===== src/rtl/core/ratune_pkg.sv =====
package ratune_pkg;

    localparam int TempW   = 13;
    localparam int StoreW  = 16;
    localparam int TickW   = 16;
    localparam int DutyW   = 8;
    localparam int CoefW   = 16;
    localparam int GainW   = 16;
    localparam int CfgIdxW = 3;
    localparam int CfgW    = 16;
    localparam int NumW    = 48;
    localparam int DenW    = 32;

    localparam logic [4:0] SampleMask  = 5'h1F;
    localparam int         SettleLimit = 30;
    localparam int         PeakLimit   = 19;

    localparam int DefPShift = 0;
    localparam int DefIShift = 0;
    localparam int DefDShift = 0;

    localparam logic [CfgIdxW-1:0] CFG_START_DUTY = 3'd0;
    localparam logic [CfgIdxW-1:0] CFG_SWING_DUTY = 3'd1;
    localparam logic [CfgIdxW-1:0] CFG_HYSTERESIS = 3'd2;
    localparam logic [CfgIdxW-1:0] CFG_COEF_P     = 3'd3;
    localparam logic [CfgIdxW-1:0] CFG_COEF_I     = 3'd4;
    localparam logic [CfgIdxW-1:0] CFG_COEF_D     = 3'd5;

    typedef enum logic [2:0] {
        PH_IDLE   = 3'd0,
        PH_GO     = 3'd1,
        PH_SETTLE = 3'd2,
        PH_INIT   = 3'd3,
        PH_MIN    = 3'd4,
        PH_MAX    = 3'd5,
        PH_DONE   = 3'd6,
        PH_FAIL   = 3'd7
    } phase_t;

    typedef enum logic [2:0] {
        C_IDLE,
        C_STEP,
        C_MUL,
        C_DIV,
        C_OUT
    } ctrl_state_t;

    // Commands from the controller to the datapath.
    typedef struct packed {
        logic       step;      // apply one tick's phase update
        logic       mul;       // form numerators and denominators
        logic       div_start; // launch the shared divider
        logic [1:0] div_sel;   // which gain the divider works on
        logic       out_load;  // capture the result into the output stage
    } dp_cmd_t;

    typedef struct packed {
        logic       need_gains; // the last step finished the tuning
        logic       div_busy;
    } dp_stat_t;

endpackage


===== src/rtl/core/ratune_divider.sv =====
module ratune_divider
(
    input  logic                          clk,
    input  logic                          rst_n,
    input  logic                          start,
    input  logic [ratune_pkg::NumW-1:0]   num,
    input  logic [ratune_pkg::DenW-1:0]   den,
    output logic                          busy,
    output logic [ratune_pkg::NumW-1:0]   quot
);
    import ratune_pkg::*;

    localparam int CntW = $clog2(NumW + 1);

    logic [NumW-1:0] quot_reg, quot_next;
    logic [DenW:0]   rem_reg, rem_next;
    logic [DenW-1:0] den_reg, den_next;
    logic [CntW-1:0] cnt_reg, cnt_next;
    logic            busy_reg, busy_next;
    logic [DenW:0]   trial;

    // Restoring division, one quotient bit per cycle.
    always_comb
    begin
        quot_next = quot_reg;
        rem_next  = rem_reg;
        den_next  = den_reg;
        cnt_next  = cnt_reg;
        busy_next = busy_reg;
        trial     = {rem_reg[DenW-1:0], quot_reg[NumW-1]};
        if (start)
        begin
            quot_next = num;
            rem_next  = '0;
            den_next  = den;
            cnt_next  = CntW'(NumW);
            busy_next = 1'b1;
        end
        else if (busy_reg)
        begin
            if (trial >= {1'b0, den_reg})
            begin
                rem_next  = trial - {1'b0, den_reg};
                quot_next = {quot_reg[NumW-2:0], 1'b1};
            end
            else
            begin
                rem_next  = trial;
                quot_next = {quot_reg[NumW-2:0], 1'b0};
            end
            cnt_next = cnt_reg - 1'b1;
            if (cnt_reg == CntW'(1))
                busy_next = 1'b0;
        end
    end

    always_ff @(posedge clk or negedge rst_n)
    begin
        if (!rst_n)
        begin
            busy_reg <= 1'b0;
            cnt_reg  <= '0;
        end
        else
        begin
            busy_reg <= busy_next;
            cnt_reg  <= cnt_next;
        end
    end

    always_ff @(posedge clk)
    begin
        quot_reg <= quot_next;
        rem_reg  <= rem_next;
        den_reg  <= den_next;
    end

    assign busy = busy_reg;
    assign quot = quot_reg;

endmodule


===== src/rtl/core/ratune_datapath.sv =====
module ratune_datapath #(
    parameter int P_SHIFT = ratune_pkg::DefPShift,
    parameter int I_SHIFT = ratune_pkg::DefIShift,
    parameter int D_SHIFT = ratune_pkg::DefDShift
)
(
    input  logic                             clk,
    input  logic                             rst_n,
    input  ratune_pkg::dp_cmd_t              cmd,
    output ratune_pkg::dp_stat_t             stat,
    input  logic                             cfg_we,
    input  logic [ratune_pkg::CfgIdxW-1:0]   cfg_index,
    input  logic [ratune_pkg::CfgW-1:0]      cfg_data,
    input  logic signed [ratune_pkg::TempW-1:0] temp_in,
    input  logic                             req_in,
    output logic [ratune_pkg::DutyW-1:0]     duty_o,
    output logic [2:0]                       phase_o,
    output logic                             point_o,
    output logic [ratune_pkg::GainW-1:0]     gp_o,
    output logic [ratune_pkg::GainW-1:0]     gi_o,
    output logic [ratune_pkg::GainW-1:0]     gd_o,
    output logic                             gv_o
);
    import ratune_pkg::*;

    // Configuration registers.
    logic [7:0]       start_duty_reg, swing_duty_reg, hyst_reg;
    logic [CoefW-1:0] coef_p_reg, coef_i_reg, coef_d_reg;

    always_ff @(posedge clk or negedge rst_n)
    begin
        if (!rst_n)
        begin
            start_duty_reg <= 8'd72;
            swing_duty_reg <= 8'd64;
            hyst_reg       <= 8'd2;
            coef_p_reg     <= 16'd3441;
            coef_i_reg     <= 16'd6883;
            coef_d_reg     <= 16'd1146;
        end
        else if (cfg_we)
        begin
            unique case (cfg_index)
                CFG_START_DUTY: start_duty_reg <= cfg_data[7:0];
                CFG_SWING_DUTY: swing_duty_reg <= cfg_data[7:0];
                CFG_HYSTERESIS: hyst_reg       <= cfg_data[7:0];
                CFG_COEF_P:     coef_p_reg     <= cfg_data;
                CFG_COEF_I:     coef_i_reg     <= cfg_data;
                CFG_COEF_D:     coef_d_reg     <= cfg_data;
                default: ;
            endcase
        end
    end

    // Tuning state.
    phase_t                   phase_reg, phase_next;
    logic [TickW-1:0]         tick_reg, tick_next;
    logic signed [StoreW-1:0] pk_reg [4];
    logic signed [StoreW-1:0] pk_next [4];
    logic [TickW-1:0]         pt_reg [2];
    logic [TickW-1:0]         pt_next [2];
    logic signed [StoreW-1:0] base_reg, base_next;
    logic [7:0]               pidx_reg, pidx_next;
    logic [DutyW-1:0]         duty_reg, duty_next;
    logic                     point_reg, point_next;
    logic                     need_reg, need_next;

    logic signed [17:0] t, h, base_x, lo_b, hi_b;
    logic [DutyW-1:0]   lowd, highd;
    logic signed [17:0] mn, mx, sum4, d0, d1;
    logic [1:0]         slot, slotn;
    logic [TickW-1:0]   nidx;
    logic signed [StoreW-1:0] s [4];
    logic [7:0]         pinc;

    always_comb
    begin
        t      = 18'(temp_in);
        h      = 18'(hyst_reg);
        base_x = 18'(base_reg);
        lo_b   = base_x - h;
        hi_b   = base_x + h;
        lowd   = start_duty_reg - swing_duty_reg;
        highd  = start_duty_reg + swing_duty_reg;

        phase_next = phase_reg;
        tick_next  = tick_reg + 1'b1;
        for (int k = 0; k < 4; k++) pk_next[k] = pk_reg[k];
        for (int k = 0; k < 2; k++) pt_next[k] = pt_reg[k];
        base_next  = base_reg;
        pidx_next  = pidx_reg;
        duty_next  = duty_reg;
        point_next = point_reg;
        need_next  = 1'b0;

        nidx  = tick_next >> 5;
        slot  = pidx_reg[1:0];
        pinc  = pidx_reg + 1'b1;
        slotn = pinc[1:0];
        for (int k = 0; k < 4; k++) s[k] = pk_reg[k];
        s[nidx[1:0]] = StoreW'(t);
        mn = 18'(s[0]);
        mx = 18'(s[0]);
        for (int k = 1; k < 4; k++)
        begin
            if (18'(s[k]) < mn) mn = 18'(s[k]);
            if (18'(s[k]) > mx) mx = 18'(s[k]);
        end
        sum4 = 18'(s[0]) + 18'(s[1]) + 18'(s[2]) + 18'(s[3]);
        d0 = 18'(pk_reg[2]) - 18'(pk_reg[0]);
        d1 = 18'(pk_reg[3]) - 18'(pk_reg[1]);
        if (d0 < 0) d0 = -d0;
        if (d1 < 0) d1 = -d1;

        if (req_in && (phase_reg == PH_IDLE || phase_reg == PH_DONE || phase_reg == PH_FAIL))
            phase_next = PH_GO;
        else
        begin
            unique case (phase_reg)
                PH_IDLE: duty_next = '0;
                PH_GO:
                begin
                    duty_next  = start_duty_reg;
                    tick_next  = '0;
                    phase_next = PH_SETTLE;
                end
                PH_SETTLE:
                begin
                    point_next = tick_next[0];
                    duty_next  = start_duty_reg;
                    if ((tick_next[4:0] & SampleMask) == 5'd0)
                    begin
                        pk_next[nidx[1:0]] = StoreW'(t);
                        if (nidx >= 16'd3 && (mx - mn) <= h)
                        begin
                            duty_next  = lowd;
                            base_next  = StoreW'(sum4 >>> 2);
                            point_next = 1'b1;
                            phase_next = PH_INIT;
                        end
                        else if (nidx >= TickW'(SettleLimit))
                            phase_next = PH_FAIL;
                    end
                end
                PH_INIT:
                begin
                    if (t < lo_b)
                    begin
                        duty_next  = highd;
                        pidx_next  = '0;
                        pk_next[0] = StoreW'(t);
                        point_next = 1'b0;
                        tick_next  = '0;
                        phase_next = PH_MIN;
                    end
                end
                PH_MIN:
                begin
                    if (t < 18'(pk_reg[slot])) pk_next[slot] = StoreW'(t);
                    if (t > hi_b)
                    begin
                        pidx_next      = pinc;
                        pk_next[slotn] = StoreW'(t);
                        pt_next[pinc[1]] = tick_next;
                        duty_next  = lowd;
                        point_next = 1'b1;
                        phase_next = PH_MAX;
                    end
                end
                PH_MAX:
                begin
                    if (t > 18'(pk_reg[slot]))
                    begin
                        pk_next[slot]        = StoreW'(t);
                        pt_next[pidx_reg[1]] = tick_next;
                    end
                    if (t < lo_b)
                    begin
                        // Agreement is judged on the stores before this tick's update,
                        // which cannot change them: t is below every max here.
                        if (pidx_reg >= 8'd3 && d0 <= h && d1 <= h)
                        begin
                            need_next  = 1'b1;
                            phase_next = PH_DONE;
                        end
                        else if (pidx_reg >= 8'(PeakLimit))
                            phase_next = PH_FAIL;
                        else
                        begin
                            pidx_next      = pinc;
                            pk_next[slotn] = StoreW'(t);
                            duty_next  = highd;
                            point_next = 1'b0;
                            phase_next = PH_MIN;
                        end
                    end
                end
                PH_DONE:
                begin
                    point_next = 1'b1;
                    duty_next  = '0;
                end
                default:
                begin
                    point_next = 1'b1;
                    duty_next  = '0;
                    phase_next = PH_IDLE;
                end
            endcase
        end
    end

    always_ff @(posedge clk or negedge rst_n)
    begin
        if (!rst_n)
        begin
            phase_reg <= PH_IDLE;
            tick_reg  <= '0;
            for (int k = 0; k < 4; k++) pk_reg[k] <= '0;
            for (int k = 0; k < 2; k++) pt_reg[k] <= '0;
            base_reg  <= '0;
            pidx_reg  <= '0;
            duty_reg  <= '0;
            point_reg <= 1'b0;
            need_reg  <= 1'b0;
        end
        else if (cmd.step)
        begin
            phase_reg <= phase_next;
            tick_reg  <= tick_next;
            for (int k = 0; k < 4; k++) pk_reg[k] <= pk_next[k];
            for (int k = 0; k < 2; k++) pt_reg[k] <= pt_next[k];
            base_reg  <= base_next;
            pidx_reg  <= pidx_next;
            duty_reg  <= duty_next;
            point_reg <= point_next;
            need_reg  <= need_next;
        end
    end

    // Gain operands, formed over two registered multiply stages.
    logic [StoreW:0]  amp;
    logic [TickW-1:0] per;
    logic signed [17:0] ad, pd;
    logic [23:0]      cp_sw, ci_sw, cd_sw;
    logic [StoreW:0]  amp_reg;
    logic [TickW-1:0] per_reg;
    logic [DenW-1:0]  den_i_reg;
    logic [NumW-1:0]  num_d_reg;

    always_comb
    begin
        ad = 18'(pk_reg[pidx_reg[1:0]]) - 18'(pk_reg[2'(pidx_reg - 1'b1)]);
        if (ad < 0) ad = -ad;
        amp = ad[StoreW:0];
        pd = 18'(signed'({1'b0, pt_reg[1]})) - 18'(signed'({1'b0, pt_reg[0]}));
        if (pd < 0) pd = -pd;
        per = pd[TickW-1:0];
        cp_sw = coef_p_reg * swing_duty_reg;
        ci_sw = coef_i_reg * swing_duty_reg;
        cd_sw = coef_d_reg * swing_duty_reg;
    end

    logic [23:0] cp_reg, ci_reg, cd_reg;

    always_ff @(posedge clk)
    begin
        if (cmd.mul)
        begin
            amp_reg <= amp;
            per_reg <= per;
            cp_reg  <= cp_sw;
            ci_reg  <= ci_sw;
            cd_reg  <= cd_sw;
        end
        // Second products use the first stage's registers.
        den_i_reg <= DenW'(amp_reg * per_reg);
        num_d_reg <= NumW'(cd_reg * per_reg);
    end

    logic [NumW-1:0] div_num;
    logic [DenW-1:0] div_den;
    logic [NumW-1:0] quot;
    logic            dbusy;

    always_comb
    begin
        case (cmd.div_sel)
            2'd0:    begin div_num = NumW'(cp_reg); div_den = DenW'(amp_reg); end
            2'd1:    begin div_num = NumW'(ci_reg); div_den = den_i_reg;      end
            default: begin div_num = num_d_reg;     div_den = DenW'(amp_reg); end
        endcase
    end

    ratune_divider u_div (
        .clk   (clk),
        .rst_n (rst_n),
        .start (cmd.div_start),
        .num   (div_num),
        .den   (div_den),
        .busy  (dbusy),
        .quot  (quot)
    );

    logic [GainW-1:0] g_reg [3];
    logic [GainW-1:0] gq;
    logic             zero_den;
    logic [1:0]       cap_sel_reg;
    logic             cap_pend_reg;

    always_comb
    begin
        zero_den = (div_den == '0);
        case (cap_sel_reg)
            2'd0:    gq = GainW'(quot >> P_SHIFT);
            2'd1:    gq = GainW'(quot >> I_SHIFT);
            default: gq = GainW'(quot >> D_SHIFT);
        endcase
    end

    always_ff @(posedge clk or negedge rst_n)
    begin
        if (!rst_n)
        begin
            cap_pend_reg <= 1'b0;
            cap_sel_reg  <= '0;
        end
        else if (cmd.div_start)
        begin
            cap_pend_reg <= 1'b1;
            cap_sel_reg  <= cmd.div_sel;
        end
        else if (cap_pend_reg && !dbusy)
            cap_pend_reg <= 1'b0;
    end

    logic zero_reg;
    always_ff @(posedge clk)
    begin
        if (cmd.div_start)
            zero_reg <= zero_den;
        if (cap_pend_reg && !dbusy && !cmd.div_start)
            g_reg[cap_sel_reg] <= zero_reg ? {GainW{1'b1}} : gq;
    end

    // Result stage.
    always_ff @(posedge clk or negedge rst_n)
    begin
        if (!rst_n)
        begin
            duty_o  <= '0;
            phase_o <= PH_IDLE;
            point_o <= 1'b0;
            gp_o    <= '0;
            gi_o    <= '0;
            gd_o    <= '0;
            gv_o    <= 1'b0;
        end
        else if (cmd.out_load)
        begin
            duty_o  <= duty_reg;
            phase_o <= phase_reg;
            point_o <= point_reg;
            gp_o    <= need_reg ? g_reg[0] : '0;
            gi_o    <= need_reg ? g_reg[1] : '0;
            gd_o    <= need_reg ? g_reg[2] : '0;
            gv_o    <= need_reg;
        end
    end

    assign stat.need_gains = need_reg;
    assign stat.div_busy   = dbusy | cap_pend_reg;

endmodule


===== src/rtl/core/ratune_ctrl.sv =====
module ratune_ctrl
(
    input  logic                 clk,
    input  logic                 rst_n,
    input  logic                 in_valid,
    output logic                 in_stall,
    input  logic                 out_stall,
    output logic                 out_valid,
    input  ratune_pkg::dp_stat_t stat,
    output ratune_pkg::dp_cmd_t  cmd
);
    import ratune_pkg::*;

    ctrl_state_t state_reg, state_next;
    logic [1:0]  sel_reg, sel_next;
    logic [1:0]  wait_reg, wait_next;
    logic        ov_reg, ov_next;
    logic        started_reg, started_next;

    always_comb
    begin
        state_next   = state_reg;
        sel_next     = sel_reg;
        wait_next    = wait_reg;
        ov_next      = ov_reg && out_stall;
        started_next = started_reg;
        cmd          = '0;
        in_stall     = 1'b1;
        unique case (state_reg)
            C_IDLE:
            begin
                in_stall = 1'b0;
                if (in_valid)
                begin
                    cmd.step   = 1'b1;
                    state_next = C_STEP;
                end
            end
            C_STEP:
            begin
                if (stat.need_gains)
                begin
                    cmd.mul    = 1'b1;
                    wait_next  = 2'd2;
                    state_next = C_MUL;
                end
                else
                    state_next = C_OUT;
            end
            C_MUL:
            begin
                // Let the second multiply stage settle.
                wait_next = wait_reg - 1'b1;
                if (wait_reg == 2'd0)
                begin
                    sel_next     = 2'd0;
                    started_next = 1'b0;
                    state_next   = C_DIV;
                end
            end
            C_DIV:
            begin
                cmd.div_sel = sel_reg;
                if (!started_reg)
                begin
                    cmd.div_start = 1'b1;
                    started_next  = 1'b1;
                end
                else if (!stat.div_busy)
                begin
                    started_next = 1'b0;
                    if (sel_reg == 2'd2)
                        state_next = C_OUT;
                    else
                        sel_next = sel_reg + 1'b1;
                end
            end
            C_OUT:
            begin
                if (!ov_reg || !out_stall)
                begin
                    cmd.out_load = 1'b1;
                    ov_next      = 1'b1;
                    state_next   = C_IDLE;
                end
            end
            default: state_next = C_IDLE;
        endcase
    end

    always_ff @(posedge clk or negedge rst_n)
    begin
        if (!rst_n)
        begin
            state_reg   <= C_IDLE;
            sel_reg     <= '0;
            wait_reg    <= '0;
            ov_reg      <= 1'b0;
            started_reg <= 1'b0;
        end
        else
        begin
            state_reg   <= state_next;
            sel_reg     <= sel_next;
            wait_reg    <= wait_next;
            ov_reg      <= ov_next;
            started_reg <= started_next;
        end
    end

    assign out_valid = ov_reg;

endmodule


===== src/rtl/core/relay_autotune_pid_gains_top.sv =====
// Relay-oscillation PID autotuner. Each request is one tick of the control loop and yields
// exactly one result. On an ordinary tick the controller goes from its step state to its
// output state and loads the result there unless the previous result is still stalled. The
// tick that completes tuning runs the three gain divisions one after another through one
// shared 48-bit radix-2 divider before its result is loaded. Input is accepted again once
// the result is loaded into the output register, so the next tick may arrive while that
// result still waits.
module relay_autotune_pid_gains_top #(
    parameter int P_SHIFT = ratune_pkg::DefPShift,
    parameter int I_SHIFT = ratune_pkg::DefIShift,
    parameter int D_SHIFT = ratune_pkg::DefDShift
)
(
    input  logic                                  clk,
    input  logic                                  rst_n,
    input  logic                                  cfg_we,
    input  logic [ratune_pkg::CfgIdxW-1:0]        cfg_index,
    input  logic [ratune_pkg::CfgW-1:0]           cfg_data,
    input  logic                                  in_valid,
    output logic                                  in_stall,
    input  logic signed [ratune_pkg::TempW-1:0]   temp_sample,
    input  logic                                  start_req,
    output logic                                  out_valid,
    input  logic                                  out_stall,
    output logic [ratune_pkg::DutyW-1:0]          duty,
    output logic [2:0]                            phase,
    output logic                                  point_led,
    output logic [ratune_pkg::GainW-1:0]          gain_p,
    output logic [ratune_pkg::GainW-1:0]          gain_i,
    output logic [ratune_pkg::GainW-1:0]          gain_d,
    output logic                                  gains_valid
);
    import ratune_pkg::*;

    dp_cmd_t  cmd;
    dp_stat_t stat;

    ratune_ctrl u_ctrl (
        .clk       (clk),
        .rst_n     (rst_n),
        .in_valid  (in_valid),
        .in_stall  (in_stall),
        .out_stall (out_stall),
        .out_valid (out_valid),
        .stat      (stat),
        .cmd       (cmd)
    );

    ratune_datapath #(
        .P_SHIFT (P_SHIFT),
        .I_SHIFT (I_SHIFT),
        .D_SHIFT (D_SHIFT)
    ) u_dp (
        .clk       (clk),
        .rst_n     (rst_n),
        .cmd       (cmd),
        .stat      (stat),
        .cfg_we    (cfg_we),
        .cfg_index (cfg_index),
        .cfg_data  (cfg_data),
        .temp_in   (temp_sample),
        .req_in    (start_req),
        .duty_o    (duty),
        .phase_o   (phase),
        .point_o   (point_led),
        .gp_o      (gain_p),
        .gi_o      (gain_i),
        .gd_o      (gain_d),
        .gv_o      (gains_valid)
    );

endmodule


===== config.mk =====
export PLATFORM = sky130hd
export DESIGN_NAME = relay_autotune_pid_gains_top
export DESIGN_NICKNAME = d
export VERILOG_FILES = /design/src/rtl/core/ratune_pkg.sv /design/src/rtl/core/ratune_divider.sv /design/src/rtl/core/ratune_datapath.sv /design/src/rtl/core/ratune_ctrl.sv /design/src/rtl/core/relay_autotune_pid_gains_top.sv
export SDC_FILE = /design/constraint.sdc
export NUM_CORES = 2
export LEC_CHECK = 0
export ABC_AREA = 0
export BUFFER_PORTS_ARGS = -buffer_cell sky130_fd_sc_hd__buf_2
export CORE_MARGIN = 4
export CORE_UTILIZATION = 45
export DETAILED_ROUTE_END_ITERATION = 7
export SYNTH_ARGS = -nofsm -noshare
export SYNTH_HDL_FRONTEND = slang
export SYNTH_SLANG_ARGS = --single-unit

===== constraint.sdc =====
create_clock -name clk -period 15.3 [get_ports clk]
set_clock_uncertainty 0.2 [all_clocks]
set_input_delay 0.765 -clock clk [delete_from_list [all_inputs] [get_ports clk]]
set_output_delay 0.765 -clock clk [all_outputs]
set_load 0.03 [all_outputs]

# ---- Yosys cells after proc, flatten, opt, wreduce, memory -nomap -nowiden
# Memories as Yosys holds them, arrays and structs flattened.
# Cells that the tools add are included.
dict set report word_totals {
  output_inout_bits 63
  in_bits 38
  register_bits 591
  ram_bits 48
  wordCells 348
  n_memories 1
}
dict set report op_classes {
  n_reduce_logical 54
  n_eq_ne 40
  n_mul 5
  n_lt_le_gt_ge 33
  muxes 137
  add_sub_neg 23
  bitwise_logic 9
}
# name words width rd rd_ports_with_merged_regs wr line
set memory_table {}
lappend memory_table {u_dp.g_reg 3 16 3 0 1 ratune_datapath.sv:305} ;# logic [GainW-1:0] g_reg [3];
# op count
set op_table {}
lappend op_table {{64-bit 2-to-1 mux} 11}
lappend op_table {{16-bit 2-to-1 mux} 17}
lappend op_table {{64-bit bitwise mux} 4}
lappend op_table {{18-bit 2-to-1 mux} 8}
lappend op_table {{48-bit case mux with 3 select lines} 1}
lappend op_table {{32-bit 2-to-1 mux} 4}
lappend op_table {{16-bit demux with 2-bit select} 3}
lappend op_table {{48-bit 2-to-1 mux} 2}
lappend op_table {{8-bit 2-to-1 mux} 12}
lappend op_table {{40-bit case mux with 2 select lines} 1}
lappend op_table {{16-bit by 8-bit multiplier with 24-bit output} 3}
lappend op_table {{17-bit by 1-bit < comparator with 1-bit output (second input constant)} 4}
lappend op_table {{16-bit by 16-bit subtractor with 17-bit output} 4}
lappend op_table {{16-bit binary-select mux with 2-bit select} 2}
lappend op_table {{32-bit bitwise mux} 2}
lappend op_table {{16-bit case mux with 4 select lines} 1}
lappend op_table {{32-bit case mux with 2 select lines} 1}
lappend op_table {{18-bit by 9-bit less-or-equal comparator with 1-bit output} 3}
lappend op_table {{3-bit 2-to-1 mux} 15}
lappend op_table {{24-bit by 16-bit multiplier with 40-bit output} 1}
lappend op_table {{8-bit case mux with 5 select lines} 1}
lappend op_table {{16-bit by 18-bit > comparator with 1-bit output} 2}
lappend op_table {{16-bit by 18-bit < comparator with 1-bit output} 2}
lappend op_table {{17-bit negation with 18-bit output} 2}
lappend op_table {{other kinds (75)} 195}

# ---- Longest topological paths before layout
dict set report depth {
  depth_word 20
  depth_mapped 70
  ltp_nobuf 64
}

# ---- Cells and area by module
# A second synthesis with hierarchy kept.
dict set report unflattened {
  hier_cells 8092
  area_unflattened_um2 74696.6
}
# mod cells_each instances area_each_um2 seq_area_each_um2
set by_module_without_submodules {}
lappend by_module_without_submodules {ratune_datapath 7407 1 67528.5 13228.9}
lappend by_module_without_submodules {ratune_divider 622 1 6623.9 3218.1}
lappend by_module_without_submodules {ratune_ctrl 63 1 544.3 225.2}

# ---- Worst setup path after synthesis
# No wires, ideal clock.
dict set report synth_path {
  path_kind {reg-to-reg}
  start {register u_dp.tick_reg[0]}
  end {register u_dp.duty_reg[1]}
  path_stages_with_launch 67
  setup_time_ns 0.131
  arrival_ns 13.684
  setup_slack_ns 1.285
  required_time_ns 14.969
  period_less_slack_ns 14.015
  path_buffers 7
  path_cell_list {dfrtp_1 -> ha_1 -> buf_2 -> and3_1 -> a21oi_1 -> a211o_1 -> buf_4 -> buf_1 -> mux2i_1 -> inv_1 -> ha_1 -> a21oi_1 -> o221ai_1 -> a221o_1 -> a21oi_1 -> nor2b_2 -> xnor2_4 -> o21ba_2 -> (+31 left out) -> nor2b_1 -> o31a_1 -> or2_2 -> a21oi_1 -> xnor2_1 -> ha_1 -> nand4_1 -> nor2_1 -> a2111oi_0 -> a21oi_1 -> a2111oi_2 -> o2111ai_1 -> o211a_1 -> or4_1 -> buf_2 -> mux2_1 -> a221oi_1 -> o21ai_1}
}
dict set report synth_via {
  elab_chain_len 19
  word_cells_on_any_way 28
}
# element line
set synth_rtl {}
lappend synth_rtl {{from (decl)} ratune_datapath.sv:57} ;# logic [TickW-1:0] tick_reg, tick_next;
lappend synth_rtl {{from (signal assigned)} ratune_datapath.sv:230} ;# tick_reg <= tick_next;
lappend synth_rtl {{16-bit by 1-bit adder with 16-bit output (*)} ratune_datapath.sv:87} ;# tick_next = tick_reg + 1'b1;
lappend synth_rtl {{2-bit inverter with 3-bit output (implied by the code)} ratune_datapath.sv:101} ;# s[nidx[1:0]] = StoreW'(t);
lappend synth_rtl {{3-bit greater-or-equal comparator (implied by the code) or 3-bit by 1-bit < comparator with 1-bit output (tied branches)} ratune_datapath.sv:101}
lappend synth_rtl {{1-bit logical AND (implied by the code)} ratune_datapath.sv:101}
lappend synth_rtl {{16-bit 2-to-1 mux (implied by the code)} ratune_datapath.sv:101}
lappend synth_rtl {{16-bit demux with 2-bit select} ratune_datapath.sv:101}
lappend synth_rtl {{64-bit bitwise mux} ratune_datapath.sv:101}
lappend synth_rtl {{16-bit > comparator or 16-bit < comparator (tied branches)} {ratune_datapath.sv:107, ratune_datapath.sv:106}}
lappend synth_rtl {{(+3 left out)} n/a}
lappend synth_rtl {{16-bit by 18-bit > comparator with 1-bit output or 16-bit by 18-bit < comparator with 1-bit output (tied branches)} {ratune_datapath.sv:107, ratune_datapath.sv:106}}
lappend synth_rtl {{18-bit 2-to-1 mux (on tied branches)} {ratune_datapath.sv:107, ratune_datapath.sv:106}}
lappend synth_rtl {{18-bit subtractor} ratune_datapath.sv:134} ;# if (nidx >= 16'd3 && (mx - mn) <= h)
lappend synth_rtl {{18-bit by 9-bit less-or-equal comparator with 1-bit output} ratune_datapath.sv:134}
lappend synth_rtl {{1-bit logical AND} ratune_datapath.sv:134}
lappend synth_rtl {{8-bit 2-to-1 mux} ratune_datapath.sv:134}
lappend synth_rtl {{8-bit 2-to-1 mux (*)} ratune_datapath.sv:131} ;# if ((tick_next[4:0] & SampleMask) == 5'd0)
lappend synth_rtl {{8-bit case mux with 5 select lines (*)} ratune_datapath.sv:119} ;# unique case (phase_reg)
lappend synth_rtl {{to (signal assigned)} ratune_datapath.sv:235} ;# duty_reg <= duty_next;
lappend synth_rtl {{to (decl)} ratune_datapath.sv:64} ;# logic [DutyW-1:0] duty_reg, duty_next;
# Mark *: on every way between the ends. The rest lies on a longest branch, timed or not.
# A chain may end at the register's enable or synchronous reset.

# ---- Final worst setup path
dict set report layout_path {
  start {register u_dp.tick_reg[3]}
  end {register u_dp.duty_reg[0]}
}
# Same word-level chain as after synthesis.

==> results.json <==
{
  "status": "finished, final reports clean",
  "cpMaxStageDelayCell": "or4_1",
  "comb_power_share": 0.769,
  "preCtsSetupSlack_ns": 0.287,
  "hold_violations": 0,
  "gr-total-overflow": 0,
  "cp-end-kind": "flip-flop",
  "final-setup-viol-count": 0,
  "syn_avg_cell_area_sq_um": 9.16,
  "synth_top_family_by_area": "adder cells",
  "r2r-start": "u_dp.tick_reg[3]",
  "power_density_nw_per_um2": 258,
  "antenna_found_initial": 12,
  "start_util": 0.454,
  "final_area_sq_um": 80300,
  "port-buffer-count": 100,
  "yosysSeqAreaShare": 0.225,
  "ys_seq_elements": 639,
  "clockBufferDepth": 3,
  "num_vias": 58421,
  "clk_latency_ns": 0.71,
  "drt_pre_antenna_iters": 5,
  "fin_ws_ns": 0.916,
  "maxSlewHeadroom": 0.137,
  "die-area_sq_um": 171000,
  "cts_sinks": 639,
  "drive_gt1_frac": 0.0994,
  "drt_iter0_drc": 4233,
  "internal-power_mw": 10.3,
  "largest_register_ffs": 64,
  "synth_nets": 9601,
  "worstSetupStartpointType": "flip-flop",
  "synth_area_leaders": "fa_1, ha_1, edfxtp_1",
  "syn_to_final_growth_pct": 8.30,
  "cts_buffers": 82,
  "drv_cap": 0,
  "power_frac_seq": 0.134,
  "synthSimpleGateAreaFrac": 0.153,
  "fin_crit_sh": 0.940,
  "synth_edf_count": 234,
  "crit_family": "compound AO/OA/AOI/OAI gates",
  "dpl_cell_area_sq_um": 77400,
  "synth-adder-area-share": 0.330,
  "synthXorXnorAreaFrac": 0.0352,
  "drc_errors": 0,
  "worst_pin_slew_ns": 1.29,
  "worstPathArrival_ns": 14.76,
  "leakage_nw": 37.2,
  "synth_mux_area_frac": 0.0526,
  "ys.warnings.count": 0,
  "wl_mm": 228,
  "synth_ff_type": "dfrtp_1",
  "ys_types": 107,
  "tns_ns": 0,
  "routabilityCongestion": 0.945,
  "crit_top_cell": "a21o_1",
  "synthesis.instances": 8090,
  "die_h_um": 414,
  "switching_share": 0.503,
  "core_region_area_sq_um": 163000,
  "worstPathMaxFanout": 10,
  "grt_usage": 0.270,
  "clkTransAtPathRegs_ns": 0.06,
  "wire_per_inst_um": 22.1,
  "required_ns": 15.67,
  "synth_top_area_cell": "fa_1",
  "synth_compound_area_frac": 0.126,
  "netlist_area_sq_um": 74100,
  "criticalPathCategory": "reg2reg",
  "clockRootBuffer": "clkbuf_16",
  "setup.worst_path.start": "u_dp.tick_reg[3]",
  "grt_pass1_vias": 59975,
  "yosysTopAreaCellShare": 0.218,
  "hold_path_class": "in2reg",
  "nets": 9587,
  "cts_tree": "yes",
  "pin_count": 101,
  "h-tree-depth": 3,
  "antenna_left": 0,
  "power.net_switching_mw": 10.4,
  "min_period_ns": 14.38,
  "clkPwrFrac": 0.098,
  "max_freq_mhz": 69.5,
  "slew_viol_final": 0,
  "hold_path.startpoint": "cfg_data[12]",
  "die_x_um": 414,
  "async_flop_share": 0.471,
  "rows": 148,
  "rsz0062_at_grt": "no",
  "viasPerCell": 5.66,
  "grt_pass1_wl_mm": 357,
  "peakVddDrop_v": 0.000264,
  "cpPeakStageDelay_ns": 0.56,
  "grt_max_degree": 99,
  "path_buf_inv": 6,
  "dpl.hpwl_mm": 175
}
-- layout by cell type (no fill, tap or decap), types with 66 or more instances in the layout --
cell type  synthesis  routed
nand2_1         1098    1097
ha_1             665     664
nor2_1           322     319
a21oi_1          394     392
edfxtp_1         234     234
dfrtp_1          276     268
clkbuf_16          0      87
fa_1             808     808
xnor2_1          212     212
o21ai_0          361     360
dfxtp_1          104     104
buf_2             14      99
nand3_1           90      88
mux2i_1           97      97
a21o_1           105     105
inv_1           1124    1122
buf_4              3     190
xor2_1            83      83
and2_1           445     445
mux2_2           190     190
a221oi_1          66      66
-- worst paths after layout --
check / to / slack [ns] / depth (start not counted)
worst max-delay path: u_dp.duty_reg[0] / 0.92 / 62
worst min-delay path: u_dp.coef_i_reg[12] / 0.16 / 2
worst max register to register: u_dp.duty_reg[0] / 0.92 / 62
worst min register to register: u_dp.gp_o[2] / 0.28 / 2
max in group asynchronous: u_dp.swing_duty_reg[0] / 12.66 / 3
min in group asynchronous: u_dp.pk_reg[23] / 0.49 / 2
-- worst register-to-register path, delay by kind of cell (launching register included) --
kind,cells,cell delay (ns)
AO/OA/AOI/OAI,31,6.52
AND/OR/NAND/NOR,13,2.65
adder cells (fa/ha/maj),6,1.85
buffers and inverters,6,1.00
flip-flops,1,0.45
multiplexers,4,1.32
XOR/XNOR,2,0.32
-- cell usage after synthesis, types with 60 or more instances --
cell and count:
nand2b_1 60, a221oi_1 66, inv_1 1124, a21oi_1 394, nor2b_1 60, nand2_1 1098
mux2i_1 97, dfrtp_1 276, nor3_1 68, o21ai_0 361, xor2_1 83, and2_1 445
nor2_1 322, dfxtp_1 104, ha_1 665, edfxtp_1 234, mux2_2 190, fa_1 808
clkbuf_1 333, a21o_1 105, nand3_1 90, xnor2_1 212
-- through the flow --
step | hold slack, ns | power, mW | util | cells
6_report | 0.156 | 20.7 | 0.492 | 10324
3_3_place_gp | 0.261 | 18.3 | 0.474 | 10165
2_1_floorplan | 0.239 | 14.1 | - | 8090
4_1_cts | 0.0951 | 20.6 | 0.492 | 10320
3_5_place_dp | 0.267 | 18.5 | 0.474 | 10165
5_1_grt | 0.149 | 22.7 | 0.492 | 10322
-- area by class of cell --
| class | count | area [sq um] |
|---|---|---|
| Clock buffer | 111 | 2360 |
| Sequential cell | 639 | 16700 |
| Tap cell | 2175 | 2720 |
| Timing Repair Buffer | 292 | 1970 |
| Fill cell | 15301 | 82900 |
| Clock inverter | 43 | 444 |
| Antenna cell | 3 | 7.51 |
| Multi-Input combinational cell | 5936 | 51900 |
| Inverter | 1125 | 4220 |
-- layer usage --
| layer | up-vias | global-route usage | part of all wire |
|---|---|---|---|
| li1 | 26823 | - | - |
| met1 | 29272 | 0.376 | 0.45 |
| met2 | 1939 | 0.424 | 0.45 |
| met3 | 385 | 0.0423 | 0.066 |
| met4 | 2 | 0.0994 | 0.041 |
| met5 | - | 0 | 0.000057 |
-- power by group through the flow --
| stage | registers, mW | clock network [mW] | logic (mW) |
|---|---|---|---|
| detailed placement | 2.78 | 0 | 15.7 |
| global placement | 2.77 | 0 | 15.5 |
| floorplan | 2.57 | 0 | 11.5 |
| finish | 2.77 | 2.03 | 15.9 |
| CTS | 2.75 | 2.08 | 15.8 |
| global route | 2.79 | 2.14 | 17.8 |
-- cell families (layout without fill, tap and decap cells) --
logic type / count (synthesis) / after routing
DFF: 639 / 639
other: 0 / 3
adders and majority gates: 1473 / 1473
and+or+nand+nor: 2388 / 2388
xor gates and xnor gates: 296 / 296
AOI/OAI and AO/OA: 1454 / 1454
buffers and inverters: 1515 / 1571
muxes: 325 / 325
-- timing repair --
| action | 4_1_cts | 5_1_grt |
|---|---|---|
| endpoints found under the setup margin | 0 | 28 |
| hold endpoints to repair | 76 | 0 |
| hold buffers | 1 | 0 |
| gates resized for setup | 0 | 13 |
| setup buffers | 0 | 1 |
Note: power is estimated with default switching activity, not from simulation.
